## src/rtl/b64e_pkg.sv

```systemverilog
// ----------------------------------------------------------------------------
// Base64 stream encoder package
// Beat types, queue entry type, constants and the alphabet lookup.
// ----------------------------------------------------------------------------
package b64e_pkg;

	localparam int unsigned JOB_CHARS   = 4;
	localparam int unsigned JOB_IDX_W   = $clog2(JOB_CHARS);
	localparam int unsigned QUEUE_DEPTH = 2;

	localparam logic [7:0] PAD_CHAR = 8'h3D;

	localparam logic [2:0] CNT_NONE = 3'd0;
	localparam logic [2:0] CNT_TWO  = 3'd2;
	localparam logic [2:0] CNT_FOUR = 3'd4;

	typedef struct packed {
		logic [7:0] data_byte;
		logic       final_byte;
	} byte_beat_t;

	typedef struct packed {
		logic [7:0] out_char;
		logic       end_of_text;
	} char_beat_t;

	typedef struct packed {
		logic [JOB_CHARS-1:0][7:0] chars;
		logic [JOB_IDX_W-1:0]      last_idx;
		logic                      eot;
	} job_t;

	function automatic logic [7:0] b64_char(input logic [5:0] idx);
		logic [7:0] code;
		code = {2'b00, idx};
		if (idx < 6'd26) begin
			return code + 8'd65;
		end else if (idx < 6'd52) begin
			return code + 8'd71;
		end else if (idx < 6'd62) begin
			return code - 8'd4;
		end else if (idx == 6'd62) begin
			return 8'h2B;
		end else begin
			return 8'h2F;
		end
	endfunction

endpackage

```

## src/rtl/b64e_front.sv

```systemverilog
// ----------------------------------------------------------------------------
// Base64 stream encoder front end
// Accepts message bytes, keeps the leftover bits and builds one character job.
// ----------------------------------------------------------------------------
module b64e_front (
	input  logic                clk,
	input  logic                arst_n,
	input  logic                byte_valid,
	output logic                byte_ready,
	input  b64e_pkg::byte_beat_t byte_beat,
	output logic                push_valid,
	input  logic                push_ready,
	output b64e_pkg::job_t      push_job
);

	logic [3:0]  leftover_bits_q;
	logic [2:0]  leftover_count_q;
	logic [11:0] acc;
	logic [5:0]  idx0;
	logic [5:0]  idx1;
	logic [5:0]  tail_idx;
	logic        two_main;
	logic [2:0]  rem_cnt;
	logic [3:0]  rem_bits;
	logic        accept;

	assign byte_ready = push_ready;
	assign push_valid = byte_valid;
	assign accept     = byte_valid && push_ready;
	assign acc        = {leftover_bits_q, byte_beat.data_byte};

	always_comb begin
		idx0     = acc[11:6];
		idx1     = acc[5:0];
		tail_idx = 6'd0;
		two_main = 1'b1;
		rem_cnt  = b64e_pkg::CNT_NONE;
		rem_bits = 4'd0;
		case (leftover_count_q)
			b64e_pkg::CNT_NONE: begin
				idx0     = acc[7:2];
				tail_idx = {acc[1:0], 4'b0000};
				two_main = 1'b0;
				rem_cnt  = b64e_pkg::CNT_TWO;
				rem_bits = {2'b00, acc[1:0]};
			end
			b64e_pkg::CNT_TWO: begin
				idx0     = acc[9:4];
				tail_idx = {acc[3:0], 2'b00};
				two_main = 1'b0;
				rem_cnt  = b64e_pkg::CNT_FOUR;
				rem_bits = acc[3:0];
			end
			default: begin
			end
		endcase
	end

	always_comb begin
		push_job.chars[0] = b64e_pkg::b64_char(idx0);
		push_job.chars[1] = two_main ? b64e_pkg::b64_char(idx1) : b64e_pkg::b64_char(tail_idx);
		push_job.chars[2] = b64e_pkg::PAD_CHAR;
		push_job.chars[3] = b64e_pkg::PAD_CHAR;
		push_job.eot      = byte_beat.final_byte;
		if (!byte_beat.final_byte) begin
			push_job.last_idx = two_main ? b64e_pkg::JOB_IDX_W'(1) : b64e_pkg::JOB_IDX_W'(0);
		end else if (two_main) begin
			push_job.last_idx = b64e_pkg::JOB_IDX_W'(1);
		end else if (rem_cnt == b64e_pkg::CNT_TWO) begin
			push_job.last_idx = b64e_pkg::JOB_IDX_W'(3);
		end else begin
			push_job.last_idx = b64e_pkg::JOB_IDX_W'(2);
		end
	end

	always_ff @(posedge clk or negedge arst_n) begin
		if (!arst_n) begin
			leftover_bits_q  <= 4'd0;
			leftover_count_q <= b64e_pkg::CNT_NONE;
		end else if (accept) begin
			if (byte_beat.final_byte) begin
				leftover_bits_q  <= 4'd0;
				leftover_count_q <= b64e_pkg::CNT_NONE;
			end else begin
				leftover_bits_q  <= rem_bits;
				leftover_count_q <= rem_cnt;
			end
		end
	end

endmodule

```

## src/rtl/b64e_queue.sv

```systemverilog
// ----------------------------------------------------------------------------
// Base64 stream encoder job queue
// Short first-in first-out buffer between the front and back ends.
// ----------------------------------------------------------------------------
module b64e_queue #(
	parameter int unsigned DEPTH = b64e_pkg::QUEUE_DEPTH
) (
	input  logic           clk,
	input  logic           arst_n,
	input  logic           push_valid,
	output logic           push_ready,
	input  b64e_pkg::job_t push_job,
	output logic           pop_valid,
	input  logic           pop_ready,
	output b64e_pkg::job_t pop_job
);

	localparam int unsigned PTR_W = $clog2(DEPTH);
	localparam int unsigned CNT_W = $clog2(DEPTH + 1);

	b64e_pkg::job_t slots_q [DEPTH];
	logic [PTR_W-1:0] wr_ptr_q;
	logic [PTR_W-1:0] rd_ptr_q;
	logic [CNT_W-1:0] count_q;
	logic             do_push;
	logic             do_pop;

	assign push_ready = (count_q != CNT_W'(DEPTH));
	assign pop_valid  = (count_q != CNT_W'(0));
	assign pop_job    = slots_q[rd_ptr_q];
	assign do_push    = push_valid && push_ready;
	assign do_pop     = pop_valid && pop_ready;

	always_ff @(posedge clk) begin
		if (do_push) begin
			slots_q[wr_ptr_q] <= push_job;
		end
	end

	always_ff @(posedge clk or negedge arst_n) begin
		if (!arst_n) begin
			wr_ptr_q <= '0;
			rd_ptr_q <= '0;
			count_q  <= '0;
		end else begin
			if (do_push) begin
				wr_ptr_q <= (wr_ptr_q == PTR_W'(DEPTH - 1)) ? '0 : wr_ptr_q + PTR_W'(1);
			end
			if (do_pop) begin
				rd_ptr_q <= (rd_ptr_q == PTR_W'(DEPTH - 1)) ? '0 : rd_ptr_q + PTR_W'(1);
			end
			if (do_push && !do_pop) begin
				count_q <= count_q + CNT_W'(1);
			end else if (do_pop && !do_push) begin
				count_q <= count_q - CNT_W'(1);
			end
		end
	end

endmodule

```

## src/rtl/b64e_back.sv

```systemverilog
// ----------------------------------------------------------------------------
// Base64 stream encoder back end
// Walks each queued job and sends one character per beat from a register.
// ----------------------------------------------------------------------------
module b64e_back (
	input  logic                 clk,
	input  logic                 arst_n,
	input  logic                 pop_valid,
	output logic                 pop_ready,
	input  b64e_pkg::job_t       pop_job,
	output logic                 char_valid,
	input  logic                 char_ready,
	output b64e_pkg::char_beat_t char_beat
);

	logic                          out_valid_q;
	b64e_pkg::char_beat_t          out_q;
	logic [b64e_pkg::JOB_IDX_W-1:0] idx_q;
	logic                          load;
	logic                          at_last;

	assign load       = !out_valid_q || char_ready;
	assign at_last    = (idx_q == pop_job.last_idx);
	assign pop_ready  = load && at_last;
	assign char_valid = out_valid_q;
	assign char_beat  = out_q;

	always_ff @(posedge clk or negedge arst_n) begin
		if (!arst_n) begin
			out_valid_q <= 1'b0;
			idx_q       <= '0;
		end else if (load) begin
			out_valid_q <= pop_valid;
			if (pop_valid) begin
				idx_q <= at_last ? '0 : idx_q + b64e_pkg::JOB_IDX_W'(1);
			end
		end
	end

	always_ff @(posedge clk) begin
		if (load && pop_valid) begin
			out_q.out_char    <= pop_job.chars[idx_q];
			out_q.end_of_text <= pop_job.eot && at_last;
		end
	end

endmodule

```

## src/rtl/base64_stream_encoder.sv

```systemverilog
// ----------------------------------------------------------------------------
// Base64 stream encoder
// Encodes a byte stream into base64 characters with padding and an end mark.
// ----------------------------------------------------------------------------
// channel  | valid       | ready       | payload
// ---------+-------------+-------------+-------------------------------------
// bytes in | byte_valid  | byte_ready  | byte_beat (data_byte, final_byte)
// chars out| char_valid  | char_ready  | char_beat (out_char, end_of_text)
//
// A byte beat can be taken every cycle while the job queue has room.
// The back end sends one character per cycle while char_ready is high; a byte
// yields one or two characters, a final byte two to four; three bytes give four.
// The first character of a byte passes a queue slot and then the output register before it is offered.
// Reset clears the leftover bits, empties the queue and clears the output valid flag.
// A stalled char_ready holds the output; the queue then fills and drops byte_ready.
// ----------------------------------------------------------------------------
module base64_stream_encoder #(
	parameter int unsigned QUEUE_DEPTH = b64e_pkg::QUEUE_DEPTH
) (
	input  logic                 clk,
	input  logic                 arst_n,
	input  logic                 byte_valid,
	output logic                 byte_ready,
	input  b64e_pkg::byte_beat_t byte_beat,
	output logic                 char_valid,
	input  logic                 char_ready,
	output b64e_pkg::char_beat_t char_beat
);

	logic           push_valid;
	logic           push_ready;
	b64e_pkg::job_t push_job;
	logic           pop_valid;
	logic           pop_ready;
	b64e_pkg::job_t pop_job;

	b64e_front u_front (
		.clk        (clk),
		.arst_n     (arst_n),
		.byte_valid (byte_valid),
		.byte_ready (byte_ready),
		.byte_beat  (byte_beat),
		.push_valid (push_valid),
		.push_ready (push_ready),
		.push_job   (push_job)
	);

	b64e_queue #(
		.DEPTH (QUEUE_DEPTH)
	) u_queue (
		.clk        (clk),
		.arst_n     (arst_n),
		.push_valid (push_valid),
		.push_ready (push_ready),
		.push_job   (push_job),
		.pop_valid  (pop_valid),
		.pop_ready  (pop_ready),
		.pop_job    (pop_job)
	);

	b64e_back u_back (
		.clk        (clk),
		.arst_n     (arst_n),
		.pop_valid  (pop_valid),
		.pop_ready  (pop_ready),
		.pop_job    (pop_job),
		.char_valid (char_valid),
		.char_ready (char_ready),
		.char_beat  (char_beat)
	);

endmodule

```

## config.mk

```make
export PLATFORM = sky130hd
export DESIGN_NAME = base64_stream_encoder
export DESIGN_NICKNAME = d
export VERILOG_FILES = /design/src/rtl/b64e_pkg.sv /design/src/rtl/b64e_front.sv /design/src/rtl/b64e_queue.sv /design/src/rtl/b64e_back.sv /design/src/rtl/base64_stream_encoder.sv
export SDC_FILE = /design/constraint.sdc
export NUM_CORES = 1
export LEC_CHECK = 0
export BUFFER_PORTS_ARGS = -buffer_cell sky130_fd_sc_hd__buf_2
export CORE_ASPECT_RATIO = 0.6
export CORE_MARGIN = 8
export CORE_UTILIZATION = 60
export DETAILED_ROUTE_END_ITERATION = 8
export GPL_TIMING_DRIVEN = 0
export MAX_ROUTING_LAYER = met4
export PLACE_DENSITY_LB_ADDON = 0.1
export SYNTH_ARGS = -nofsm -noshare
export SYNTH_HDL_FRONTEND = slang
export SYNTH_SLANG_ARGS = --single-unit
```

## constraint.sdc

```tcl
create_clock -name clk -period 3.5 [get_ports clk]
set_clock_uncertainty 0.05 [all_clocks]
set_input_delay 0.525 -clock clk [delete_from_list [all_inputs] [get_ports clk]]
set_output_delay 0.525 -clock clk [all_outputs]
set_load 0.02 [all_outputs]
```

* Word level (Yosys, flattened, before mapping)
Memories as Yosys holds them, arrays and structs flattened.
Cells that the tools add are included.
** Word-level totals
- Register bits :: 23
- Latch bits :: 0
- Bits in writable memories :: 38
- ROM bits :: 0
- Bits of input ports :: 13
- Output and inout port bits :: 11
- Logic and storage cells :: 89
- Memories kept :: 1
** Operators by class
- Add/subtract/negate cells :: 14
- Multipliers :: 0
- Div/mod/pow operators :: 0
- $lt $le $gt $ge :: 10
- Eq/ne operators :: 7
- Shift operators :: 0
- Mux-type cells :: 32
- Bitwise operators :: 0
- Reductions and logical operators :: 16
** Memories
- u_queue.slots_q :: words 2, width 19, read ports 1, clocked after Yosys merged registers in 0, wr ports 1, RTL line b64e_queue.sv:21 : b64e_pkg::job_t slots_q [DEPTH];
** Operators by type and width (number)
- 8-bit two-way mux :: 11
- 6-bit by 7-bit adder with 8-bit output (second input constant) :: 6
- 6-bit less-than comparator (second input constant) :: 6
- 6-bit one-hot mux with 2 select lines :: 2
- 6-bit by 3-bit subtractor with 7-bit output (second input constant) :: 3
- 6-bit == test (second input constant) :: 3
- 6-bit by 5-bit less-than comparator with 1-bit output (second input constant) :: 3
- 8-bit binary-select mux with 2-bit select :: 1
- 3-bit two-way mux :: 4
- 2-bit two-way mux :: 5
- 4-bit one-hot mux with 2 select lines :: 1
- 1-bit logical AND :: 7
- 3-bit by 2-bit == test with 1-bit output (second input constant) :: 2
- 1-bit two-way mux :: 6
- 3-bit one-hot mux with 2 select lines :: 1
- 2-bit by 1-bit adder with 2-bit output (second input constant) :: 2
- 4-bit two-way mux :: 1
- 2-bit nonzero test :: 2
- 1-bit zero test :: 3
- 3-bit zero test :: 1
- 2-bit by 3-bit less-than comparator with 1-bit output (second input constant) :: 1
- 1-bit adder (second input constant) :: 2
- 2-bit == test :: 1
- 2-bit != test (second input constant) :: 1
- 4 further kinds :: 4

* Longest topological paths before layout
Gate-level depths: netlist of run 1.
- Depth in word-level cells :: 8
- Depth in mapped cells :: 9
- Depth with buffers taken out :: 8

* Hierarchy
A second synthesis of run 1 with hierarchy kept.
** Unflattened totals
- Cell total of the unflattened synthesis :: 373
- Area total of the unflattened synthesis :: 5022.3 µm²
** By module, submodules not included
- b64e_queue :: times used 1, cells an instance 127, area an instance 2870.3 µm², seq. area each 2202.1 µm²
- b64e_front :: times used 1, cells an instance 209, area an instance 1507.7 µm², seq. area each 150.1 µm²
- b64e_back :: times used 1, cells an instance 37, area an instance 644.4 µm², seq. area each 345.3 µm²

* Worst setup path after synthesis of run 1
OpenSTA, ideal clock, no wires.
- Kind :: input to register
- Start point :: input port byte_beat[3] (netlist name)
- End point :: memory u_queue.slots_q[0][5] (netlist name), data pin
- Setup time :: 169 ps
- Data arrival time :: 2335 ps
- Data required time :: 3281 ps
- Slack :: 946 ps
- Cell stages on the path :: 8
- Path buffers :: 1
- Path through :: clkbuf_1 > mux2i_1 > o21ai_0 > inv_1 > ha_1 > o311a_1 > a2111o_1 > o211ai_1
** RTL lines
- from (decl) :: RTL line base64_stream_encoder.sv:24 : input b64e_pkg::byte_beat_t byte_beat,
- to (decl) :: RTL line b64e_queue.sv:21

==> results of run 1 <==
==> cells in the mapped netlist (2+ instances only) <==
master | n | area, um2
a211o_1 | 2 | 17.52
a211oi_1 | 6 | 45.04
a21o_1 | 3 | 22.52
a21oi_1 | 11 | 55.05
a22o_1 | 2 | 17.52
a31oi_1 | 4 | 25.02
a32oi_1 | 2 | 17.52
and3_1 | 3 | 18.77
buf_2 | 7 | 35.03
clkbuf_1 | 6 | 22.52
dfrtp_1 | 13 | 325.3
edfxtp_1 | 47 | 1411
ha_1 | 12 | 150.1
inv_1 | 13 | 48.80
mux2_2 | 2 | 22.52
mux2i_1 | 16 | 160.2
mux4_2 | 8 | 180.2
nand2_1 | 28 | 105.1
nand2b_1 | 4 | 25.02
nand3_1 | 7 | 35.03
nand3b_1 | 2 | 15.01
nand4_1 | 2 | 12.51
nor2_1 | 13 | 48.80
nor2b_1 | 4 | 25.02
nor3_1 | 5 | 25.02
nor3b_1 | 2 | 15.01
o211ai_1 | 3 | 22.52
o21a_1 | 7 | 52.55
o21ai_0 | 16 | 80.08
o21ai_2 | 3 | 26.28
or2_2 | 5 | 31.28
xnor2_1 | 10 | 87.58
xor2_1 | 3 | 26.28
==> per-stage QoR <==
step	hold slack [ps]	cell area, um2
6_report	24.08	3781
5_1_grt	22.78	3781
4_1_cts	19.24	3781
3_5_place_dp	376.8	3592
3_3_place_gp	378.6	3575
2_1_floorplan	179.4	3383
==> cell families (layout without fill, tap and decap cells) <==
kind of cell | Yosys count | in the layout | share of synthesized area, %
simple gates | 78 | 78 | 11.11
compound gates | 72 | 72 | 14.74
flops | 60 | 60 | 51.39
buf+inv | 29 | 67 | 3.813
mux | 26 | 26 | 10.74
fa+ha+maj | 13 | 13 | 4.739
xor+xnor | 13 | 13 | 3.369
other cells | 1 | 2 | 0.1110
==> state kept, by name, summed over array words and instances (netlist names) <==
register	flops
u_queue.count_q	2
u_back.char_beat	9
u_front.leftover_bits_q	4
u_queue.rd_ptr_q	1
u_queue.wr_ptr_q	1
u_back.idx_q	2
u_queue.slots_q	38
u_front.leftover_count_q	2
u_back.char_valid	1
==> worst max-delay path: cells and delay by family (launching register included) <==
family	cells	cell delay, ps
adders and majority gates	1	260
DFF	1	400
AOI/OAI and AO/OA	4	1440
buffers and inverters	3	610
==> where the power goes <==
| group | switching, mW | leakage, nW | internal (mW) |
|---|---|---|---|
| logic | 0.928 | 0.794 | 0.618 |
| registers | 0.105 | 0.592 | 1.16 |
| clock network | 0.252 | 0.0917 | 0.314 |
| total | 1.28 | 1.48 | 2.09 |
==> final cells by class <==
cell class                      instances  area share [%]
Sequential cell                        60           45.93
Multi-Input combinational cell        204           40.21
Clock buffer                           13           4.467
Timing Repair Buffer                   22           3.177
Tap cell                               69           2.283
Buffer                                 16           2.118
Inverter                               13           1.291
Clock inverter                          3          0.5295
==> routing by layer <==
layer / vias up / GRT usage, % / part of all wire [%]
met5: - / - / 0
met4: 0 / 4.839 / 0.084
met3: 2 / 5.429 / 7.2
met2: 68 / 26.78 / 45
met1: 1200 / 25.08 / 47
li1: 1160 / - / -
==> cell usage in the layout (no fill, tap or decap), types with 2 or more instances in the layout <==
cell / Yosys / layout
a31oi_1: 4 / 4
inv_1: 13 / 13
o211ai_1: 3 / 3
nand3b_1: 2 / 2
nor2_1: 13 / 12
ha_1: 12 / 12
a22o_1: 2 / 2
or2_2: 5 / 5
clkbuf_1: 6 / 7
nor3_1: 5 / 5
a32oi_1: 2 / 2
a21oi_1: 11 / 11
mux2i_1: 16 / 16
nand2b_1: 4 / 4
nand3_1: 7 / 7
o21ai_2: 3 / 3
mux2_2: 2 / 2
mux4_2: 8 / 8
clkbuf_8: 0 / 12
and3_1: 3 / 3
a211oi_1: 6 / 6
nor3b_1: 2 / 2
nor2b_1: 4 / 4
xor2_1: 3 / 3
a21o_1: 3 / 3
edfxtp_1: 47 / 47
clkinvlp_4: 0 / 2
a211o_1: 2 / 2
o21ai_0: 16 / 16
dfrtp_1: 13 / 13
conb_1: 1 / 2
nand2_1: 28 / 28
buf_2: 7 / 28
xnor2_1: 10 / 10
nand4_1: 2 / 2
o21a_1: 7 / 7
==> worst paths after layout <==
kind,from,end,slack (ps),depth (start not counted)
worst min-delay path,arst_n,u_front.leftover_bits_q[1],20,1
max in group asynchronous,arst_n,u_back.idx_q[1],3150,1
worst max register to register,u_front.leftover_count_q[2],u_queue.slots_q[0][5],560,8
worst max-delay path,u_front.leftover_count_q[2],u_queue.slots_q[0][5],560,8
min in group clk,byte_beat[0],u_queue.slots_q[1][0],430,1
worst min register to register,u_front.leftover_bits_q[2],u_front.leftover_bits_q[2],470,1
==> results.txt, run 1 <==
outcome - finished, final reports clean
Layout Nets - 351
CTS Root Cell - clkbuf_8
LEAKAGE - 1.478 nW
register area share after synthesis - 51.39%
largest net degree at the start of global routing - 20
total power - 3.379 mW
CP cell instances - buf_2 > buf_2 > o21ai_0 > inv_1 > ha_1 > o311a_1 > a2111o_1 > o211ai_1
first-pass GRT wire length - 11640 um
antenna violations before repair - 0
share of layout cells above drive strength 1 - 20.24%
Place WS - 348.5 ps
Slew Limit Headroom - 38.50%
CTS Sinks - 60
fin cells - 400
final setup fails - 0
unrepaired setup endpoints after global routing - no
Core Area - 5518 um2
worst setup margin - 556.6 ps
Netlist cell types - 54
Tmin final - 2943 ps
Yosys warning count - 0
Bufs on Longest Clock Path - 2
Multi-input gate area - 1520 um2
Critical Path AT - 3040 ps
total iterations of the first detailed-routing run - 4
cts repair resizes - 0
CP max stage delay - 600 ps
# port buffers - 21
Post-CTS Setup Inserts - 0
crit start category - flop
dpl cells - 384
Max VDD drop - 0.0004187 V
wire length per cell - 17.81 um
post-layout util - 68.53%
syn avg cell area - 11.57 um2
Syn Std Cell Area - 3379 um2
Slew @ Worst Pin - 922.5 ps
# DRC - 0
Vias - 2430
drt initial violations - 195
flops & latches, synth - 60
wirelength, routed - 7124 um
Clock transition at path regs - 70 ps
area grow syn2layout - 11.88%
Setup CP Type - flop to flop
Initial Utilization - 61.25%
Fillers - 412
worst endpoint required time - 3600 ps
Worst path slowest cell - o21ai_0
vias in the first global route - 2318
final hold violation count - 0
fin. max-slew vios - 0
f_max - 0.3397 GHz
cts hold-fix bufs - 0
sequential cell area - 1737 um2
die span in y - 74.14 um
H-tree Lvls - 3
Antenna Violating Nets Remaining - 0
hpwl dp - 5270 um
Post-Synthesis Cells - 292
worst-path maximum fanout - 10
pwr/cell area - 893.6 nW/um2
Tcrit/Tclk final - 84.10%
clock latency on the worst-skew pair - 330 ps
number of CTS-inserted buffers - 9
RD Place Congestion - 0.8663
# rows - 21
max_cap viols - 0
Die Wd - 112.9 um
Die ar. - 8369 um2
diode count - 0
number of synthesized flops with an enable pin - 47
CP most frequent cell - buf_2
Synth Flop Type - edfxtp_1
Worst Hold Class - input pin to async pin
Synth async-reset ratio - 21.67%
CTS tree - yes
global route overflow - 0
post-route setup TNS - 0 ps
CP endpoint kind - flop
# IOs - 24
Tot GR Track Use - 18.53%
Via density - 6.075
Power figures use the tool's default switching activity.
==> run 2, diff against run 1 <==
--- a/config.mk
+++ b/config.mk
@@ -8,7 +8,7 @@
 export BUFFER_PORTS_ARGS = -buffer_cell sky130_fd_sc_hd__buf_2
 export CORE_ASPECT_RATIO = 0.6
 export CORE_MARGIN = 8
-export CORE_UTILIZATION = 60
+export CORE_UTILIZATION = 54
 export DETAILED_ROUTE_END_ITERATION = 8
 export GPL_TIMING_DRIVEN = 0
 export MAX_ROUTING_LAYER = met4
==> constraint.sdc (replaced) <==
create_clock -name clk -period 2.5 [get_ports clk]
set_clock_uncertainty 0.05 [all_clocks]
set_input_delay 0.375 -clock clk [delete_from_list [all_inputs] [get_ports clk]]
set_output_delay 0.375 -clock clk [all_outputs]
set_load 0.02 [all_outputs]
==> results.txt, run 2 (synthesis gave the netlist of run 1 again) <==
Tcrit/Tclk final - 94.69%
commonest non-fill, non-tap cell in the layout - edfxtp_1
Critical Path AT - 2380 ps
Initial Utilization - 55.55%
largest net degree at the start of global routing - 20
final setup fails - 0
# rows - 22
antenna violations before repair - 0
die span in y - 77.28 um
final hold violation count - 0
worst-path maximum fanout - 10
number of CTS-inserted buffers - 9
# IOs - 24
Reg with most FFs - u_queue.slots_q
Clock transition at path regs - 70 ps
pwr/cell area - 1235 nW/um2
Via density - 5.701
most frequent cells in the layout - 47 x edfxtp_1, 28 x nand2_1, 26 x buf_2, 16 x mux2i_1, 14 x o21ai_0
H-tree Lvls - 3
Bufs on Longest Clock Path - 2
met3 usage - 5.994%
worst setup margin - 132.7 ps
clock latency on the worst-skew pair - 340 ps
wire length per cell - 17.06 um
max_cap viols - 0
Tot GR Track Use - 17.29%
Slew Limit Headroom - 40.22%
CP endpoint kind - flop
M1 GR Usage - 23.19%
share of layout cells above drive strength 1 - 20.66%
post-layout util - 62.81%
Layout Nets - 354
hpwl dp - 5230 um
CTS Sinks - 60
Place WS - -487.8 ps
global route overflow - 0
worst endpoint required time - 2520 ps
grt peak-use layer - met2
LEAKAGE - 1.492 nW
vias in the first global route - 2291
met2 GRT Util - 23.94%
wirelength, routed - 7131 um
Worst Hold Class - input pin to flop
fin. max-slew vios - 0
CTS Root Cell - clkbuf_8
Setup CP Type - flop to flop
Vias - 2383
RD Place Congestion - 0.8508
diode count - 0
CTS tree - yes
Antenna Violating Nets Remaining - 0
drt initial violations - 230
# DRC - 0
total iterations of the first detailed-routing run - 4
Tmin final - 2367 ps
crit start category - flop
Core Area - 6083 um2
unrepaired setup endpoints after global routing - no
first-pass GRT wire length - 11900 um
Die Wd - 118.1 um
f_max - 0.4224 GHz
number of flip-flops in the largest register - 38
outcome - finished, final reports clean
Slew @ Worst Pin - 896.7 ps
# port buffers - 21
Max VDD drop - 0.0006779 V
area grow syn2layout - 13.07%
Die ar. - 9129 um2
run 2: cell count changes in the layout (fill, tap and decap cells not counted):
cell	previous run	this run
buf_4	1	5
buf_2	28	26
clkinvlp_4	2	0
o21ai_0	16	14
clkbuf_1	7	8
clkbuf_4	0	1
clkbuf_8	12	11
clkinv_1	0	1
dfrtp_1	13	12
dfrtp_2	0	1
dlygate4sd3_1	0	1
o21ai_1	0	1
o21ai_2	3	4
run 2: final timing paths:
kind,start,end,slack (ps),cells past startpoint
setup / recovery,u_front.leftover_count_q[1],u_queue.slots_q[0][4],130,7
hold / removal,byte_beat[0],u_queue.slots_q[0][0],260,1
setup reg to reg,u_front.leftover_count_q[1],u_queue.slots_q[0][4],130,7
hold reg to reg,u_front.leftover_bits_q[0],u_front.leftover_bits_q[0],470,2
max in group asynchronous,arst_n,u_front.leftover_count_q[1],1710,2
min in group asynchronous,arst_n,u_front.leftover_count_q[2],420,2
run 2: timing repair:
action / CTS / global route
hold buffers: 1 / 0
endpoints found under the hold margin: 13 / 0
pin swaps: 1 / 1
setup buffers: 1 / 3
gates resized for setup: 3 / 2
endpoints found under the setup margin: 6 / 10
run 2: final cells by class:
cell class	instances	area (um2)
buffer	14	73.82
clock buffer	14	162.7
clock inverter	2	8.758
fill	494	2262
inverter	13	48.80
multi-input combinational	204	1524
sequential	60	1738
tap	84	105.1
timing repair buffer	27	160.2
run 2: routing by layer:
metal | part of all wire (%) | wire [um]
met1 | 48 | 3412
met2 | 43 | 3085
met3 | 7.5 | 532
met4 | 1.4 | 101
met5 | 0 | 0
run 2: where the power goes:
group          total, mW  internal, mW  switching, mW
clock network      0.744         0.410          0.334
registers           1.78          1.63          0.152
logic               2.19         0.902           1.29
run 2: per-stage QoR:
step	instance area, um2	cells	setup TNS [ps]	power (mW)	hold WS [ps]
final	3821	418	0	4.720	261.4
after global routing	3821	418	0	5.067	252.3
after CTS	3795	415	0	4.716	248.7
after detailed placement	3611	399	-4091	3.939	225.6
after global placement	3593	398	-7510	3.887	226.5
after floorplan	3383	293	0	3.361	29.41
run 2: worst max-delay path, stage by stage, from the launching register on:
cell and delay, ps:
dfrtp_2 440, buf_4 140, mux2i_1 190, o21ai_0 160, buf_2 220, o211ai_1 480
nor2_1 70, a311o_1 360
==> run 3, diff against run 2 <==
--- a/config.mk
+++ b/config.mk
@@ -12,7 +12,7 @@
 export DETAILED_ROUTE_END_ITERATION = 8
 export GPL_TIMING_DRIVEN = 0
 export MAX_ROUTING_LAYER = met4
-export PLACE_DENSITY_LB_ADDON = 0.1
+export PLACE_DENSITY = 0.72
 export SYNTH_ARGS = -nofsm -noshare
 export SYNTH_HDL_FRONTEND = slang
 export SYNTH_SLANG_ARGS = --single-unit
==> results.txt, run 3 (synthesis gave the netlist of run 1 again) <==
outcome - finished, final reports clean
CTS tree - yes
Clock transition at path regs - 60 ps
R2R Setup Slk - 90 ps
Max VDD drop - 0.0005760 V
clock latency on the worst-skew pair - 330 ps
hold path start - char_ready
CTS Root Cell - clkbuf_8
crit start category - flop
first-pass GRT wire length - 12010 um
WHS Endpoint - u_back.char_valid
Core Area - 6083 um2
final hold violation count - 0
share of layout cells above drive strength 1 - 20.78%
CP max stage delay - 450 ps
met3 usage - 5.702%
Bufs on Longest Clock Path - 2
pwr/cell area - 1272 nW/um2
antenna violations before repair - 0
most frequent cells in the layout - 47 x edfxtp_1, 28 x nand2_1, 26 x buf_2, 16 x mux2i_1
wire length per cell - 17.56 um
worst hold slack - 266.6 ps
total iterations of the first detailed-routing run - 5
worst endpoint required time - 2600 ps
unrepaired setup endpoints after global routing - no
Layout Nets - 352
total power - 4.884 mW
Vias - 2478
commonest non-fill, non-tap cell in the layout - edfxtp_1
Hold Path Stages - 3
# IOs - 24
met2 GRT Util - 24.45%
fin. max-slew vios - 0
Critical Path AT - 2510 ps
Reg2Reg Capture Point - u_queue.slots_q[1][5]
largest net degree at the start of global routing - 20
number of CTS-inserted buffers - 9
Buf/Inv on CP - 2
Tot GR Track Use - 17.02%
diode count - 0
worst r2r path cells - 8
RR Startpoint - u_front.leftover_count_q[1]
Slew Limit Headroom - 40.74%
RD Place Congestion - 0.8741
worst-path maximum fanout - 10
Die ar. - 9129 um2
crit-path leading delay family - compound AO/OA/AOI/OAI gates
vias in the first global route - 2418
Antenna Violating Nets Remaining - 0
# rows - 22
f_max - 0.4148 GHz
Tcrit/Tclk final - 96.42%
die span in y - 77.28 um
hpwl dp - 5383 um
CTS Sinks - 60
Slew @ Worst Pin - 888.9 ps
max_cap viols - 0
Worst Hold Class - input pin to flop
CP endpoint kind - flop
global route overflow - 0
# DRC - 0
Die Wd - 118.1 um
Initial Utilization - 55.55%
LEAKAGE - 1.501 nW
grt peak-use layer - met2
# port buffers - 21
area grow syn2layout - 13.66%
wirelength, routed - 7303 um
Reg with most FFs - u_queue.slots_q
Fillers - 489
number of flip-flops in the largest register - 38
Tmin final - 2411 ps
Worst path slowest cell - dfrtp_2
Setup CP Type - flop to flop
Via density - 5.957
final setup fails - 0
drt initial violations - 190
H-tree Lvls - 3
CP cell instances - buf_4 > mux2i_1 > o21ai_2 > inv_1 > ha_1 > o311a_1 > a2111o_1 > o211ai_1
M1 GR Usage - 22.25%
==> run 3: per-layer routing <==
| layer | share of wire [%] | routed length (um) |
|---|---|---|
| met1 | 46 | 3392 |
| met4 | 0.85 | 62 |
| met5 | 0 | 0 |
| met2 | 45 | 3308 |
| met3 | 7.4 | 540 |
==> run 3: layout make-up <==
| type | count | area, um2 | area share (%) |
|---|---|---|---|
| Multi-Input combinational cell | 204 | 1524 | 39.67 |
| Clock inverter | 6 | 78.83 | 2.052 |
| Buffer | 14 | 73.82 | 1.922 |
| Inverter | 13 | 48.80 | 1.270 |
| Clock buffer | 10 | 127.6 | 3.322 |
| Tap cell | 84 | 105.1 | 2.736 |
| Timing Repair Buffer | 25 | 145.1 | 3.779 |
| Sequential cell | 60 | 1738 | 45.24 |
==> run 3: per-stage QoR <==
step | util, % | area [um2] | instances | TNS (ps) | worst slack [ps]
floorplan | - | 3383 | 293 | 0 | 67.08
global placement | 59.07 | 3593 | 398 | -6639 | -464.6
detailed placement | 59.36 | 3611 | 399 | -4324 | -492.4
CTS | 62.96 | 3830 | 415 | 0 | 68.90
global route | 63.14 | 3841 | 416 | 0 | 16.05
finish | 63.14 | 3841 | 416 | 0 | 89.39
==> run 3: repair_timing <==
item | in CTS | in global routing
setup buffers | 1 | 1
endpoints found under the setup margin | 6 | 8
pin swaps | 1 | 1
hold buffers | 1 | 0
resized for setup | 4 | 2
hold endpoints to repair | 13 | 0
==> run 3: where the power goes <==
part	leakage, nW	internal [mW]	switching, mW	total [mW]
clock network	0.107	0.553	0.355	0.907
registers	0.591	1.63	0.153	1.78
logic	0.802	0.887	1.31	2.20
total	1.50	3.07	1.82	4.88
==> run 3: worst register-to-register path: stages, from the launching register on <==
cell and delay, ps:
dfrtp_2 450, buf_4 200, mux2i_1 140, o21ai_2 190, inv_1 110, ha_1 230, o311a_1 360, a2111o_1 400
o211ai_1 120
==> run 3: worst max path at each step <==
stage | slack (ps) | depth (start not counted) | from | end
2_1_floorplan | 70 | 8 | u_front.leftover_count_q[2] | u_queue.slots_q[0][5]
3_3_place_gp | -460 | 9 | byte_beat[3] | u_queue.slots_q[1][13]
3_5_place_dp | -490 | 9 | byte_beat[3] | u_queue.slots_q[1][5]
4_1_cts | 70 | 8 | u_front.leftover_count_q[1] | u_queue.slots_q[1][5]
5_1_grt | 20 | 9 | u_front.leftover_count_q[1] | u_queue.slots_q[1][14]
6_report | 90 | 8 | u_front.leftover_count_q[1] | u_queue.slots_q[1][5]
